==> src/sv/fmc_pkg.sv <==
package fmc_pkg;

  localparam int unsigned TypeW    = 6;
  localparam int unsigned CatW     = 4;
  localparam int unsigned MaxType  = 39;
  localparam int unsigned InDataW  = 96;
  localparam int unsigned OutDataW = 16;

  typedef logic [MaxType:1] hit_t;

  localparam logic [TypeW-1:0] TypeUnknown  = 6'd0;
  localparam logic [TypeW-1:0] TypeForm     = 6'd1;
  localparam logic [TypeW-1:0] TypeLwob     = 6'd2;
  localparam logic [TypeW-1:0] TypeLwlo     = 6'd3;
  localparam logic [TypeW-1:0] TypeLwsc     = 6'd4;
  localparam logic [TypeW-1:0] TypeLwo2     = 6'd5;
  localparam logic [TypeW-1:0] TypeTddd     = 6'd6;
  localparam logic [TypeW-1:0] TypeIlbm     = 6'd7;
  localparam logic [TypeW-1:0] Type8svx     = 6'd8;
  localparam logic [TypeW-1:0] TypeAnim     = 6'd9;
  localparam logic [TypeW-1:0] TypeXpkf     = 6'd10;
  localparam logic [TypeW-1:0] TypeSqsh     = 6'd11;
  localparam logic [TypeW-1:0] TypeNuke     = 6'd12;
  localparam logic [TypeW-1:0] TypePp20     = 6'd13;
  localparam logic [TypeW-1:0] TypeLzx      = 6'd14;
  localparam logic [TypeW-1:0] TypeRar      = 6'd15;
  localparam logic [TypeW-1:0] TypeMed      = 6'd16;
  localparam logic [TypeW-1:0] TypeDigi     = 6'd17;
  localparam logic [TypeW-1:0] TypeDbm0     = 6'd18;
  localparam logic [TypeW-1:0] TypeSymm     = 6'd19;
  localparam logic [TypeW-1:0] TypeRiff     = 6'd20;
  localparam logic [TypeW-1:0] TypeWave     = 6'd21;
  localparam logic [TypeW-1:0] TypeAvi      = 6'd22;
  localparam logic [TypeW-1:0] TypeDosDisk  = 6'd23;
  localparam logic [TypeW-1:0] TypeBzip2    = 6'd24;
  localparam logic [TypeW-1:0] TypeGzip     = 6'd25;
  localparam logic [TypeW-1:0] TypeCompress = 6'd26;
  localparam logic [TypeW-1:0] TypeMz       = 6'd27;
  localparam logic [TypeW-1:0] TypeJpeg     = 6'd28;
  localparam logic [TypeW-1:0] Type7z       = 6'd29;
  localparam logic [TypeW-1:0] TypeXz       = 6'd30;
  localparam logic [TypeW-1:0] TypeDms      = 6'd31;
  localparam logic [TypeW-1:0] TypeZip      = 6'd32;
  localparam logic [TypeW-1:0] TypePng      = 6'd33;
  localparam logic [TypeW-1:0] TypeGif      = 6'd34;
  localparam logic [TypeW-1:0] TypeTiff     = 6'd35;
  localparam logic [TypeW-1:0] TypeElf      = 6'd36;
  localparam logic [TypeW-1:0] TypeHunkExe  = 6'd37;
  localparam logic [TypeW-1:0] TypeHunkLib  = 6'd38;
  localparam logic [TypeW-1:0] TypeLha      = 6'd39;

  localparam logic [CatW-1:0] CatUnknown = 4'd0;
  localparam logic [CatW-1:0] CatArchive = 4'd1;
  localparam logic [CatW-1:0] CatPacker  = 4'd2;
  localparam logic [CatW-1:0] CatModule  = 4'd3;
  localparam logic [CatW-1:0] CatVoice   = 4'd4;
  localparam logic [CatW-1:0] CatVideo   = 4'd5;
  localparam logic [CatW-1:0] Cat3d      = 4'd6;
  localparam logic [CatW-1:0] CatPicture = 4'd7;
  localparam logic [CatW-1:0] CatDisk    = 4'd8;
  localparam logic [CatW-1:0] CatProgram = 4'd9;

  localparam logic [31:0] TagForm = "FORM";
  localparam logic [31:0] TagLwob = "LWOB";
  localparam logic [31:0] TagLwlo = "LWLO";
  localparam logic [31:0] TagLwsc = "LWSC";
  localparam logic [31:0] TagLwo2 = "LWO2";
  localparam logic [31:0] TagTddd = "TDDD";
  localparam logic [31:0] TagIlbm = "ILBM";
  localparam logic [31:0] Tag8svx = "8SVX";
  localparam logic [31:0] TagAnim = "ANIM";
  localparam logic [31:0] TagXpkf = "XPKF";
  localparam logic [31:0] TagSqsh = "SQSH";
  localparam logic [31:0] TagNuke = "NUKE";
  localparam logic [31:0] TagPp20 = "PP20";
  localparam logic [23:0] TagLzx  = "LZX";
  localparam logic [23:0] TagRar  = "Rar";
  localparam logic [23:0] TagMmd  = "MMD";
  localparam logic [23:0] TagMed  = "MED";
  localparam logic [31:0] TagDigi = "DIGI";
  localparam logic [31:0] TagDbm0 = "DBM0";
  localparam logic [31:0] TagSymm = "SymM";
  localparam logic [31:0] TagRiff = "RIFF";
  localparam logic [31:0] TagWave = "WAVE";
  localparam logic [31:0] TagAvi  = "AVI ";
  localparam logic [23:0] TagDos  = "DOS";

  localparam logic [31:0] MagicDms     = 32'h444D_5321;
  localparam logic [31:0] MagicZip     = 32'h504B_0304;
  localparam logic [31:0] MagicPng     = 32'h8950_4E47;
  localparam logic [31:0] MagicGif     = 32'h4749_4638;
  localparam logic [31:0] MagicTiffBe  = 32'h4D4D_002A;
  localparam logic [31:0] MagicTiffLe  = 32'h4949_2A00;
  localparam logic [31:0] MagicElf     = 32'h7F45_4C46;
  localparam logic [31:0] MagicHunkExe = 32'h0000_03F3;
  localparam logic [31:0] MagicHunkLib = 32'h0000_03E7;

  function automatic logic [CatW-1:0] category_of(input logic [TypeW-1:0] type_code);
    logic [CatW-1:0] cat;
    unique case (type_code)
      TypeLwob, TypeLwlo, TypeLwsc, TypeLwo2, TypeTddd: cat = Cat3d;
      TypeIlbm, TypeJpeg, TypePng, TypeGif, TypeTiff: cat = CatPicture;
      Type8svx, TypeWave: cat = CatVoice;
      TypeAnim, TypeAvi: cat = CatVideo;
      TypeXpkf, TypeSqsh, TypeNuke, TypePp20, TypeBzip2, TypeGzip, TypeCompress,
      Type7z, TypeXz: cat = CatPacker;
      TypeLzx, TypeRar, TypeZip, TypeLha: cat = CatArchive;
      TypeMed, TypeDigi, TypeDbm0, TypeSymm: cat = CatModule;
      TypeDosDisk, TypeDms: cat = CatDisk;
      TypeMz, TypeElf, TypeHunkExe, TypeHunkLib: cat = CatProgram;
      default: cat = CatUnknown;
    endcase
    return cat;
  endfunction

endpackage

==> src/sv/file_magic_classifier_core.sv <==
// Channel  Dir  Fields (tdata / tuser)
// s_axis   in   tdata: head_bytes_low[63:0], head_bytes_high[95:64]; tuser: long_enough
// m_axis   out  tdata: type_code[5:0], category_code[9:6], zero[15:10]
//
// Three register stages: signature compare, priority encode, category lookup.
// One item per cycle sustained while m_axis_tready_i is high; an accepted item
// is registered in stages s1, s2 and s3 in turn before m_axis_tvalid_o rises.
// Reset clears the stage valid bits only; payload registers are not reset.
// Each stage advances when empty or when the next one moves, so a stalled
// output holds its item and bubbles collapse behind it.
module file_magic_classifier_core
  import fmc_pkg::*;
(
  input  logic                clk_i,
  input  logic                rst_ni,
  input  logic                s_axis_tvalid_i,
  output logic                s_axis_tready_o,
  input  logic [InDataW-1:0]  s_axis_tdata_i,   // head_bytes_low, head_bytes_high
  input  logic                s_axis_tuser_i,   // long_enough
  output logic                m_axis_tvalid_o,
  input  logic                m_axis_tready_i,
  output logic [OutDataW-1:0] m_axis_tdata_o    // type_code, category_code, zero pad
);

  hit_t             hit;
  hit_t             s1_hit_q;
  logic             s1_valid_q, s2_valid_q, s3_valid_q;
  logic [TypeW-1:0] s2_type_d, s2_type_q, s3_type_q;
  logic [CatW-1:0]  s3_cat_q;
  logic             adv1, adv2, adv3;

  fmc_match u_match (
    .head_lo_i(s_axis_tdata_i[63:0]),
    .head_hi_i(s_axis_tdata_i[95:64]),
    .hit_o    (hit)
  );

  assign adv3 = !s3_valid_q || m_axis_tready_i;
  assign adv2 = !s2_valid_q || adv3;
  assign adv1 = !s1_valid_q || adv2;

  assign s_axis_tready_o = adv1;
  assign m_axis_tvalid_o = s3_valid_q;
  assign m_axis_tdata_o  = {{(OutDataW - TypeW - CatW){1'b0}}, s3_cat_q, s3_type_q};

  always_comb begin
    s2_type_d = TypeUnknown;
    for (int i = MaxType; i >= 1; i--) begin
      if (s1_hit_q[i]) begin
        s2_type_d = TypeW'(i);
      end
    end
  end

  always_ff @(posedge clk_i or negedge rst_ni) begin
    if (!rst_ni) begin
      s1_valid_q <= 1'b0;
      s2_valid_q <= 1'b0;
      s3_valid_q <= 1'b0;
    end else begin
      if (adv1) s1_valid_q <= s_axis_tvalid_i;
      if (adv2) s2_valid_q <= s1_valid_q;
      if (adv3) s3_valid_q <= s2_valid_q;
    end
  end

  always_ff @(posedge clk_i) begin
    if (adv1 && s_axis_tvalid_i) begin
      s1_hit_q <= s_axis_tuser_i ? hit : '0;
    end
    if (adv2 && s1_valid_q) begin
      s2_type_q <= s2_type_d;
    end
    if (adv3 && s2_valid_q) begin
      s3_type_q <= s2_type_q;
      s3_cat_q  <= category_of(s2_type_q);
    end
  end

`ifndef SYNTHESIS
  a_unknown_cat : assert property (@(posedge clk_i) disable iff (!rst_ni)
    (s3_valid_q && s3_type_q == TypeUnknown) |-> s3_cat_q == CatUnknown)
    else $error("unknown type with nonzero category");

  a_type_range : assert property (@(posedge clk_i) disable iff (!rst_ni)
    s2_valid_q |-> s2_type_q <= TypeW'(MaxType))
    else $error("type code out of range");

  a_s1_hold : assert property (@(posedge clk_i) disable iff (!rst_ni)
    (s1_valid_q && !adv2) |=> (s1_valid_q && $stable(s1_hit_q)))
    else $error("stage one item lost on stall");

  a_full_stall : assert property (@(posedge clk_i) disable iff (!rst_ni)
    !s_axis_tready_o |-> (s1_valid_q && s2_valid_q && s3_valid_q && !m_axis_tready_i))
    else $error("input stalled with room in pipeline");
`endif

endmodule

==> src/sv/fmc_match.sv <==
module fmc_match
  import fmc_pkg::*;
(
  input  logic [63:0] head_lo_i,
  input  logic [31:0] head_hi_i,
  output hit_t        hit_o
);

  logic [31:0] w0;
  logic [23:0] t3;
  logic [7:0]  b0, b1, b2, b3, b4, b6;
  logic        form, xpkf, riff;
  logic        form_sub, xpkf_sub, riff_sub;

  assign w0 = head_lo_i[63:32];
  assign t3 = head_lo_i[63:40];
  assign b0 = head_lo_i[63:56];
  assign b1 = head_lo_i[55:48];
  assign b2 = head_lo_i[47:40];
  assign b3 = head_lo_i[39:32];
  assign b4 = head_lo_i[31:24];
  assign b6 = head_lo_i[15:8];

  assign form = (w0 == TagForm);
  assign xpkf = (w0 == TagXpkf);
  assign riff = (w0 == TagRiff);

  always_comb begin
    hit_o = '0;
    hit_o[TypeLwob] = form && (head_hi_i == TagLwob);
    hit_o[TypeLwlo] = form && (head_hi_i == TagLwlo);
    hit_o[TypeLwsc] = form && (head_hi_i == TagLwsc);
    hit_o[TypeLwo2] = form && (head_hi_i == TagLwo2);
    hit_o[TypeTddd] = form && (head_hi_i == TagTddd);
    hit_o[TypeIlbm] = form && (head_hi_i == TagIlbm);
    hit_o[Type8svx] = form && (head_hi_i == Tag8svx);
    hit_o[TypeAnim] = form && (head_hi_i == TagAnim);
    form_sub = |hit_o[TypeAnim:TypeLwob];
    hit_o[TypeForm] = form && !form_sub;

    hit_o[TypeSqsh] = xpkf && (head_hi_i == TagSqsh);
    hit_o[TypeNuke] = xpkf && (head_hi_i == TagNuke);
    xpkf_sub = hit_o[TypeSqsh] || hit_o[TypeNuke];
    hit_o[TypeXpkf] = xpkf && !xpkf_sub;

    hit_o[TypePp20] = (w0 == TagPp20);
    hit_o[TypeLzx]  = (t3 == TagLzx);
    hit_o[TypeRar]  = (t3 == TagRar);
    hit_o[TypeMed]  = (t3 == TagMmd) || (t3 == TagMed);
    hit_o[TypeDigi] = (w0 == TagDigi);
    hit_o[TypeDbm0] = (w0 == TagDbm0);
    hit_o[TypeSymm] = (w0 == TagSymm);

    hit_o[TypeWave] = riff && (head_hi_i == TagWave);
    hit_o[TypeAvi]  = riff && (head_hi_i == TagAvi);
    riff_sub = hit_o[TypeWave] || hit_o[TypeAvi];
    hit_o[TypeRiff] = riff && !riff_sub;

    hit_o[TypeDosDisk]  = (t3 == TagDos);
    hit_o[TypeBzip2]    = (b0 == 8'h42) && (b1 == 8'h5A);
    hit_o[TypeGzip]     = (b0 == 8'h1F) && (b1 == 8'h8B) && (b2 == 8'h08);
    hit_o[TypeCompress] = (b0 == 8'h1F) && (b1 == 8'h9D);
    hit_o[TypeMz]       = (b0 == 8'h4D) && (b1 == 8'h5A);
    hit_o[TypeJpeg]     = (b0 == 8'hFF) && (b1 == 8'hD8) && (b2 == 8'hFF);
    hit_o[Type7z]       = (head_lo_i[63:16] == 48'h377A_BCAF_271C);
    hit_o[TypeXz]       = (head_lo_i[63:16] == 48'hFD37_7A58_5A00);

    hit_o[TypeDms]     = (w0 == MagicDms);
    hit_o[TypeZip]     = (w0 == MagicZip);
    hit_o[TypePng]     = (w0 == MagicPng);
    hit_o[TypeGif]     = (w0 == MagicGif);
    hit_o[TypeTiff]    = (w0 == MagicTiffBe) || (w0 == MagicTiffLe);
    hit_o[TypeElf]     = (w0 == MagicElf);
    hit_o[TypeHunkExe] = (w0 == MagicHunkExe);
    hit_o[TypeHunkLib] = (w0 == MagicHunkLib);

    hit_o[TypeLha] = (b6 == "-") && (b2 == "-") && (b3 == "l") &&
                     ((b4 == "h") || (b4 == "z"));
  end

endmodule
==> config.mk <==
export PLATFORM = sky130hd
export DESIGN_NAME = file_magic_classifier_core
export DESIGN_NICKNAME = d
export VERILOG_FILES = /design/src/sv/fmc_pkg.sv /design/src/sv/file_magic_classifier_core.sv /design/src/sv/fmc_match.sv
export SDC_FILE = /design/constraint.sdc
export NUM_CORES = 1
export LEC_CHECK = 0
export BUFFER_PORTS_ARGS = -buffer_cell sky130_fd_sc_hd__buf_2
export CORE_ASPECT_RATIO = 0.8
export CORE_MARGIN = 1
export CORE_UTILIZATION = 30
export DETAILED_ROUTE_END_ITERATION = 7
export PLACE_DENSITY = 0.48
export SYNTH_ARGS = -nofsm -noshare
export SYNTH_HDL_FRONTEND = slang
export SYNTH_SLANG_ARGS = --single-unit
==> constraint.sdc <==
create_clock -name clk_i -period 4.79 [get_ports clk_i]
set_input_delay 1.437 -clock clk_i [delete_from_list [all_inputs] [get_ports clk_i]]
set_output_delay 1.437 -clock clk_i [all_outputs]
set_load 0.1 [all_outputs]
**After elaboration in Yosys (flattened, before gate mapping)**

Memory sizes are Yosys's and may differ from the RTL's. A register that Yosys moved wholly into a read port is not among the register bits.
Cells that the tools add are included.

- Logic and storage cells: 146
- Memories kept: 1
- Bits in registers: 54
- Bits in read-only memories: 256
- Output and inout port bits: 18
- Input port bits: 101

Memory list:

| name | words | bits a word | read ports | clocked after Yosys merged registers in | wr ports | line | text |
|---|---|---|---|---|---|---|---|
| (no name shown) | 64 | 4 | 1 | 1 | 0 | fmc_pkg.sv:100 | `unique case (type_code)` |

- Mux-type cells: 38
- Equal/unequal tests: 50
- Reductions and logical operators: 47

Operators by type and width:

| cell | count |
|---|---|
| $eq A32 B31 Y1 const B | 24 |
| $eq A24 B23 Y1 const B | 5 |
| $mux W5 | 16 |
| $eq A32 B10 Y1 const B | 2 |
| $eq A48 B46 Y1 const B | 1 |
| $eq A48 B48 Y1 const B | 1 |
| $eq A8 B7 Y1 const B | 6 |
| $mux W6 | 8 |
| $eq A8 B8 Y1 const B | 5 |
| $eq A32 B30 Y1 const B | 1 |
| $eq A32 B32 Y1 const B | 1 |
| $mux W4 | 8 |
| $reduce_or A31 Y1 | 1 |
| $logic_and A1 B1 Y1 | 28 |
| $eq A8 B6 Y1 const B | 2 |
| $reduce_or A15 Y1 | 1 |
| $mux W3 | 4 |
| $eq A8 B4 Y1 const B | 1 |
| $eq A8 B5 Y1 const B | 1 |
| $logic_or A1 B1 Y1 | 8 |
| $reduce_or A8 Y1 | 1 |
| $reduce_or A7 Y1 | 1 |
| $logic_not A1 Y1 | 6 |
| $mux W2 | 2 |
| $reduce_or A3 Y1 | 1 |

**Logic depth before layout (Yosys ltp)**

Gate-level depths: netlist (run 1).

- Depth in word-level cells: 38
- Gate-level depth with buffers: 7
- Mapped depth without buffers: 7

**By module**

Synthesis (run 1) repeated with hierarchy kept, for this count alone.

- Cells, all modules: 514
- Area total of the unflattened synthesis: 4573.1 um2

By module, submodules not included:

| module | instances | seq. area each (um2) | area each (um2) | cells an instance |
|---|---|---|---|---|
| file_magic_classifier_core | 1 | 1726.7 | 2819.0 | 241 |
| fmc_match | 1 | 0.0 | 1754.2 | 273 |

**Worst setup path after synthesis (run 1)**

OpenSTA, ideal clock, no wires.

- Path kind: input -> output
- Start point: input port m_axis_tready_i
- End point: output port s_axis_tready_o
- Arrival time: 2341 ps
- Buffers on the path: 0
- Cell stages on the path: 2
- Data required time: 3353 ps
- Path slack: 1012 ps
- Cells stage by stage: nor2b_1 > nand3_1

- Longest elaborated chain between the ends: 3

RTL lines:

| what | line | text |
|---|---|---|
| start: declaration | file_magic_classifier_core.sv:21 | `input logic m_axis_tready_i,` |
| $logic_or A1 B1 Y1 | file_magic_classifier_core.sv:38 | `assign adv3 = !s3_valid_q \|\| m_axis_tready_i;` |
| $logic_or A1 B1 Y1 | file_magic_classifier_core.sv:39 | `assign adv2 = !s2_valid_q \|\| adv3;` |
| $logic_or A1 B1 Y1 | file_magic_classifier_core.sv:40 | `assign adv1 = !s1_valid_q \|\| adv2;` |
| end: declaration | file_magic_classifier_core.sv:17 | `output logic s_axis_tready_o,` |

No other way between the ends.

**Worst setup path in the final report (run 1)**

Same ends and word-level chain as after synthesis.

==> results of run 1 <==
metal layers:
layer	share of wire, %	up-vias	global-route usage [%]
li1	-	2046	-
met1	48	1985	28.5
met2	41	217	27.8
met3	8.8	24	4.69
met4	1.5	0	5.22
met5	0	-	0
worst max-delay path, delay by kind of cell:
kind,cells,cell delay [ps]
and+or+nand+nor,2,270
buffers and inverters,2,410
cell families after synthesis:
family / count (synthesis) / synth area share, %
fa+ha+maj: 6 / 1.77
xor+xnor: 1 / 0.207
simple gates: 332 / 47.6
mux: 1 / 0.265
flops: 58 / 40.7
compound gates: 45 / 7.02
other cells: 1 / 0.0884
buf+inv: 20 / 2.30
synthesized netlist by cell type (2+ instances only):
cell / instances
nor4_1: 37
nor2b_1: 31
and3b_1: 5
buf_4: 6
ha_1: 6
clkbuf_1: 3
a31oi_1: 3
o21ai_1: 4
and4_1: 2
o21bai_1: 2
nand2b_1: 16
nor3b_1: 7
dfrtp_1: 3
nor4b_1: 10
nand3b_1: 3
nand2_1: 34
a2111oi_0: 3
nand4b_1: 4
nor3_1: 15
nor4bb_1: 7
o31ai_1: 2
or3b_1: 3
nand3_1: 27
o211ai_1: 2
a21oi_1: 13
edfxtp_1: 55
or3_1: 2
nand4_1: 30
nor2_1: 47
and4b_1: 6
o21ai_0: 3
a211oi_1: 3
or4_1: 12
and3_1: 10
inv_1: 11
and2_1: 12
state kept, by name, indices dropped and copies added (netlist names):
signal           cells
s3_type_q            6
s3_cat_q             4
s2_valid_q           1
s1_hit_q            39
s2_type_q            6
s1_valid_q           1
m_axis_tvalid_o      1
power breakdown:
group | total, mW | internal, mW | switching, mW
clock | 0.657 | 0.450 | 0.207
sequential | 0.628 | 0.598 | 0.0301
combinational | 0.311 | 0.0873 | 0.224
placed cells by master (no fill, tap or decap), drive strengths merged, types with 12 or more instances in the layout:
master and instances:
and2 12, nand3 28, a21oi 13, nor2b 31
nand2 34, nand2b 16, nor2 47, nor4b 12
edfxtp 55, nor4 38, or4 13, nand4 30
nor3 15, buf 105
path summary, 6_finish.rpt:
| kind | end | slack (ps) | depth (start not counted) |
|---|---|---|---|
| setup / recovery | s_axis_tready_o | 1240 | 4 |
| hold / removal | s2_valid_q | 470 | 1 |
| setup reg to reg | s2_type_q[5] | 2980 | 4 |
| hold reg to reg | s2_valid_q | 470 | 1 |
| max in group asynchronous | s1_valid_q | 3780 | 1 |
| min in group asynchronous | s2_valid_q | 900 | 1 |
cell type report:
class                      count  share of cell area [%]
tap                          180                    4.28
sequential                    58                    32.8
clock buffer                  10                    4.35
multi-input combinational    391                    46.2
clock inverter                 6                    1.54
timing repair buffer         105                    10.0
inverter                      11                   0.784
==> results.md, run 1 <==
- Clock net sink count: 58
- Post-Layout Cell Count: 761
- Arr. time, crit path: 2110 ps
- Starting density of the core: 31.0%
- Largest net degree at the start of global routing: 40
- Via count: 4,272
- Cts bufs inserted: 9
- Hold-fix buffers, CTS: 0
- Asr flop ratio synth: 5.17%
- Root Buffer: clkbuf_16
- Max-cap violations: 0
- Synth Flop Type: edfxtp_1
- Mapped cell area: 4240 sq um
- Min Tclk post-route: 3550 ps
- Worst-path clk slew: 50 ps
- VDD IR max: 0.223 mV
- Syn Inst Count: 464
- Post-CTS sizing: 0
- CTS tree: built
- Final Hold Fails: 0
- Clock latency on the worst-skew pair: 320 ps
- Critical path required time: 3350 ps
- Syn avg cell area: 9.14 sq um
- Final cycle utilization of the critical path: 74.1%
- Final Power: 1.60 mW
- Post-placement cell count: 745
- I/O Pins: 119
- Clock Tree Buf Depth: 2
- Slew headroom: 48.3%
- Worst-margin pin slew: 765 ps
- ANT nets after route: 0
- Worst R2R Start: s1_hit_q[30]
- GPL Wtd Cong: 0.939
- Final Instance Area: 5270 sq um
- DP HPWL: 11.2 mm
- Yosys reg bits: 58
- Core area: 13,700 sq um
- Power per cell area: 303 nW/um^2
- Remaining Overflow, GRT: 0
- Skew final: 7.53 ps
- RSZ-0062 raised after global routing: no
- Final WL: 13.5 mm
- Crit path launch type: input pin
- Filler Cells Inserted: 1,373
- DIE AREA: 14,600 sq um
- Static leakage: 1.85 nW
- Hold WC Path Type: flop to flop
- Overall global routing resource usage: 19.4%
- Most Frequent Cell on Critical Path: buf_2
- Multi-input logic area: 2440 sq um
- Routed WL per cell: 17.7 microns
- Synth top area share: 38.9%
- Worst-path maximum fanout: 3
- Number of DRC markers in iteration 0: 374
- Cell variety after synth: 61
- ANT cells: 0
- Critical path's slowest cell: buf_2
- Pre-antenna DRT Iters: 5
- Layout overhead on the synthesized area: 24.2%
- Count of final setup violators: 0
- Critical Path Source: m_axis_tready_i
- Critical path class: input pin to primary output
- Fin nets: 683
- Register area: 1730 sq um
- Placed cell areas: 4960 sq um
- Status: finished, final reports clean
- Final Util: 38.5%
- Hold Slack: 472 ps
- Worst-path cell chain: buf_2, nor2b_1, nand3_1, buf_2
- FMAX: 0.282 GHz
- Critical path endpoint category: primary output
- Initial antenna violation count: 0
- Largest cells by area after synthesis: edfxtp_1, nor4_1, nor2b_1
- # rows: 38
- Fin worst setup slack: 1240 ps
- Port buffer count: 104
- H-tree levels: 3
- Seq/Total Area, Yosys: 40.7%
- Synth warn: 0
- Pre-CTS WS: 1010 ps
- Layout cells sized above 1: 22.0%
- Setup bufs post-CTS: 0
- Vias in the first global route: 4,038
- Synth area leader: edfxtp_1
- TNS Setup: 0 ps
- Drt drc: 0
- Drt via density: 5.61
- Slew Viols, Final: 0
- Slowest stage delay, CP: 310 ps
- EDFF count, synth: 55
- First-pass GRT wire length: 21.7 mm
- Die X: 135 microns
- Hold_sp: s1_valid_q
- Die Height: 108 microns
No activity file was read; power rests on OpenSTA's default activity.
==> run 2, diff against run 1 <==
Clock period 4.79 ns to 3.3 ns, I/O delays scaled along.
==> results.md, run 2 (same netlist as run 1, synthesis figures left out) <==
- Status: finished, final reports clean
- Largest net degree at the start of global routing: 40
- Clock latency on the worst-skew pair: 320 ps
- ANT cells: 0
- I/O Pins: 119
- Final Util: 39.3%
- Final Power: 2.26 mW
- Die Height: 108 microns
- Commonest non-fill, non-tap cell in the layout: buf_2
- Final Hold Fails: 0
- TNS Setup: 0 ps
- Most Frequent Cell on Critical Path: buf_4
- Initial antenna violation count: 0
- Pre-antenna DRT Iters: 5
- CP bufs+invs: 3
- Layout overhead on the synthesized area: 26.9%
- DP HPWL: 11.4 mm
- Clock Tree Buf Depth: 2
- Vias in the first global route: 4,135
- Drt drc: 0
- Core area: 13,700 sq um
- First-pass GRT wire length: 21.6 mm
- GPL Wtd Cong: 0.950
- Min Tclk post-route: 2890 ps
- CTS tree: built
- Static leakage: 1.93 nW
- Fin nets: 701
- Post-CTS sizing: 0
- Power per cell area: 420 nW/um^2
- Max-cap violations: 0
- Final Instance Area: 5380 sq um
- Final cycle utilization of the critical path: 87.7%
- Count of final setup violators: 0
- Die X: 135 microns
- Slew Viols, Final: 0
- Critical path class: input pin to flop
- Routed WL per cell: 17.7 microns
- H-tree levels: 3
- Critical path required time: 3490 ps
- Clock net sink count: 58
- Critical path endpoint category: flop
- Hold-fix buffers, CTS: 0
- Arr. time, crit path: 3080 ps
- Placed cell areas: 5090 sq um
- Worst-path maximum fanout: 6
- Max reg flops: 39
- Most frequent cells in the layout: buf_2, edfxtp_1, nor2_1, nor4_1, nand2_1
- Biggest regs: s1_hit_q x39, s2_type_q x6, s3_type_q x6
- Worst-path clk slew: 50 ps
- Slew headroom: 46.3%
- DIE AREA: 14,600 sq um
- Worst-margin pin slew: 799 ps
- Overall global routing resource usage: 19.5%
- VDD IR max: 0.239 mV
- Critical path's slowest cell: nor4_1
- Slowest stage delay, CP: 600 ps
- Drt via density: 5.53
- Final WL: 13.8 mm
- Largest reg by FF count: s1_hit_q
- Cts bufs inserted: 9
- Hold WC Path Type: input pin to async pin
- Setup bufs post-CTS: 0
- Layout cells sized above 1: 24.4%
- Root Buffer: clkbuf_16
- FMAX: 0.346 GHz
- Crit path max-delay family: simple AND/OR/NAND/NOR gates
- Starting density of the core: 31.0%
- Number of DRC markers in iteration 0: 312
- ANT nets after route: 0
- Via count: 4,311
- RSZ-0062 raised after global routing: no
- Remaining Overflow, GRT: 0
- Hold Slack: 457 ps
- Worst-path cell chain: buf_2, nor4b_2, buf_4, and2_1, and4b_1, nand2b_1, nor4_1, buf_4
- Skew final: 7.87 ps
- # rows: 38
- Port buffer count: 104
- Crit path launch type: input pin
[run 2: per-stage QoR]
| stage | std cells | worst slack [ps] |
|---|---|---|
| after floorplan | 469 | 0.0946 |
| after global placement | 763 | 135 |
| after detailed placement | 763 | 212 |
| after CTS | 779 | 532 |
| after global routing | 779 | 411 |
| final | 779 | 406 |
[run 2: final timing paths]
check                                    from               to  slack, ps  cells after the start
min                                    rst_ni  m_axis_tvalid_o        460                      1
min reg2reg                        s1_valid_q       s2_valid_q        480                      1
max                        s_axis_tdata_i[53]     s1_hit_q[33]        410                      8
min in group clk_i                 s1_valid_q       s2_valid_q        480                      1
max reg2reg                      s1_hit_q[30]     s2_type_q[5]       1520                      4
max in group asynchronous              rst_ni       s2_valid_q       2740                      1
[run 2: area by class of cell]
class	count	area (sq um)
Clock inverter	3	40.0
Tap cell	180	225
Sequential cell	58	1730
Fill cell	1424	8310
Multi-Input combinational cell	391	2440
Inverter	11	41.3
Timing Repair Buffer	123	663
Clock buffer	13	250
[run 2: metal layers]
| metal | GRT usage (%) | routed length (microns) | vias to the layer above |
|---|---|---|---|
| met1 | 27.7 | 6710 | 2031 |
| met2 | 28.8 | 5790 | 183 |
| met3 | 4.83 | 1070 | 16 |
| met4 | 6.58 | 197 | 0 |
| met5 | 0 | 0 | - |
| li1 | - | - | 2081 |
[run 2: where the power goes]
group | internal (mW) | switching [mW] | total [mW]
Clock | 0.601 | 0.286 | 0.887
Sequential | 0.869 | 0.0428 | 0.912
Combinational | 0.135 | 0.328 | 0.463
Total | 1.60 | 0.657 | 2.26
==> run 3, diff against run 2 <==
Settings changed: CORE_UTILIZATION 30 to 54, PLACE_DENSITY 0.48 to 0.78, RECOVER_POWER from default to 25, SYNTH_HIERARCHICAL from default to 1.
==> results.md, run 3 <==
- Layout cells sized above 1: 23.7%
- Cell variety after synth: 63
- Worst-path cell chain: buf_2, nor4b_2, nand4_1, or4_4, or2_1, nor4_2, and2_1
- Overall global routing resource usage: 32.5%
- GPL Wtd Cong: 0.963
- Routed WL per cell: 18.6 microns
- Static leakage: 1.93 nW
- Filler Cells Inserted: 669
- Slew headroom: 56.6%
- TNS Setup: 0 ps
- # rows: 29
- Remaining Overflow, GRT: 0
- Post-Synth Adder-Cell Area: 1.64%
- Cell count along the critical path: 7
- Synth area leader: edfxtp_1
- Hold-fix buffers, CTS: 0
- Largest family of logic cells by synthesized area: simple AND/OR/NAND/NOR gates
- Synth top area share: 36.1%
- Worst-path maximum fanout: 7
- Core area: 8060 sq um
- Drt drc: 0
- Count of final setup violators: 0
- Simple-Gate Fraction of Synth Area: 50.4%
- Crit path max-delay family: simple AND/OR/NAND/NOR gates
- VDD IR max: 0.246 mV
- Clock latency on the worst-skew pair: 340 ps
- Reg2Reg Setup Slack: 1370 ps
- Commonest cells in the synthesized netlist: edfxtp_1, nor2_1, and2_1, nand2_1, nor4_1
- DP HPWL: 11.4 mm
- Min Tclk post-route: 2950 ps
- Root Buffer: clkbuf_8
- P_int: 1.27 mW
- CTS tree: built
- Sequential Power Share: 46.6%
- Yosys reg bits: 58
- Synth warn: 6
- Mapped cell area: 4570 sq um
- Final Power: 1.95 mW
- Status: finished, final reports clean
- Die Height: 84.3 microns
- Synth Area in Compound Gates: 6.65%
- Critical path required time: 3510 ps
- H-tree levels: 3
- Logic pwr share: 24.5%
- ANT cells: 0
- Power per cell area: 359 nW/um^2
- Clock Tree Buf Depth: 2
- Critical path endpoint category: flop
- Clk pwr share: 28.9%
- Slew Viols, Final: 0
- Seq/Total Area, Yosys: 37.8%
- Switching pwr: 679 uW
- Via count: 4,742
- Syn avg cell area: 8.90 sq um
- Final Hold Fails: 0
- Worst-path clk slew: 70 ps
- Critical path class: input pin to flop
- FMAX: 0.339 GHz
- I/O Pins: 119
- Skew final: 13.5 ps
- EDFF count, synth: 55
- Max reg flops: 39
- First-pass GRT wire length: 22.1 mm
- Register area: 1730 sq um
- Largest net degree at the start of global routing: 40
- Critical path's slowest cell: or4_4
- Synth Flop Type: edfxtp_1
- Vias in the first global route: 4,392
- Cts bufs inserted: 9
- DIE AREA: 8840 sq um
- ANT nets after route: 0
- Drt via density: 6.36
- Post-Synth XOR/XNOR Area: 0.192%
- Final cycle utilization of the critical path: 89.3%
- Layout overhead on the synthesized area: 18.8%
- Post-synthesis mux area share: 0.465%
- R2R depth: 5
- Fin nets: 740
- Largest cells by area after synthesis: edfxtp_1, and2_1, nor2_1
- Largest reg by FF count: s1_hit_q
- Biggest regs: s1_hit_q x39, s2_type_q x6, s3_type_q x6
- Count leader, synth: edfxtp_1
- Slowest stage delay, CP: 600 ps
- Die X: 105 microns
- Final WL: 13.9 mm
- Crit path launch type: input pin
- Worst-margin pin slew: 646 ps
- Max-cap violations: 0
- Setup bufs post-CTS: 0
- Arr. time, crit path: 3160 ps
- Hold WC Path Type: input pin to async pin
- Syn Inst Count: 514
- Most frequent cells in the layout: buf_2, edfxtp_1, nor2_1, and2_1, nand2_1
- Switching Fraction: 34.8%
- Post-CTS sizing: 0
- RSZ-0062 raised after global routing: no
- Asr flop ratio synth: 5.17%
- Multi-input logic area: 2740 sq um
- Final Util: 67.5%
- CP bufs+invs: 1
- Port buffer count: 104
- Starting density of the core: 56.8%
- Commonest non-fill, non-tap cell in the layout: buf_2
- Clock net sink count: 58
- Initial antenna violation count: 0
- Number of DRC markers in iteration 0: 574
- Pre-antenna DRT Iters: 7
==> run 3: routing by layer <==
layer | track usage, % | routed length (microns) | vias up
li1 | - | - | 2225
met1 | 46.5 | 6120 | 2196
met2 | 48.4 | 6010 | 289
met3 | 7.61 | 1450 | 32
met4 | 10.6 | 320 | 0
met5 | 0 | 0 | -
==> run 3: logic make-up after synthesis <==
group | count (synthesis)
other | 1
AO/OA/AOI/OAI | 44
XOR/XNOR | 1
buffers and inverters | 26
multiplexers | 2
adder cells (fa/ha/maj) | 6
AND/OR/NAND/NOR | 376
flip-flops | 58
==> run 3: worst register-to-register path, delay by kind of cell, from the launching register on <==
family	cells	cell delay, ps
AND/OR/NAND/NOR	2	170
AO/OA/AOI/OAI	3	1110
flip-flops	1	400
==> run 3: per-stage QoR <==
| stage | instance area, sq um | setup WS [ps] | std cells | hold WS (ps) |
|---|---|---|---|---|
| after global routing | 5430 | 311 | 746 | 435 |
| final | 5430 | 354 | 746 | 440 |
| after detailed placement | 5270 | 80.0 | 730 | 515 |
| after floorplan | 4590 | 0.0946 | 519 | 424 |
| after CTS | 5440 | 423 | 746 | 423 |
| after global placement | 5270 | 78.5 | 730 | 477 |
==> run 3: final cells by class <==
| class | count | area share, % |
|---|---|---|
| clock buffers | 9 | 2.28 |
| clock inverters | 7 | 0.852 |
| inverters | 11 | 0.760 |
| multi-input cells | 435 | 50.4 |
| flip-flops and latches | 58 | 31.8 |
| well taps | 108 | 2.49 |
| repair buffers | 118 | 11.5 |
==> run 3: path summary, 6_finish.rpt <==
path                                     from           end
max                        s_axis_tdata_i[53]   s1_hit_q[4]
min                                    rst_ni    s2_valid_q
max reg2reg                      s1_hit_q[37]  s2_type_q[1]
min reg2reg                        s1_valid_q    s2_valid_q
max in group asynchronous              rst_ni    s1_valid_q
min in group clk_i                 s1_valid_q    s2_valid_q
==> run 3: power groups by stage <==
stage          clock (mW)  combinational (mW)  sequential [mW]
2_1_floorplan           0               0.208             1.02
3_3_place_gp            0               0.461            0.920
3_5_place_dp            0               0.470            0.925
4_1_cts             0.567               0.472            0.909
5_1_grt             0.598               0.510            0.916
6_report            0.563               0.478            0.910
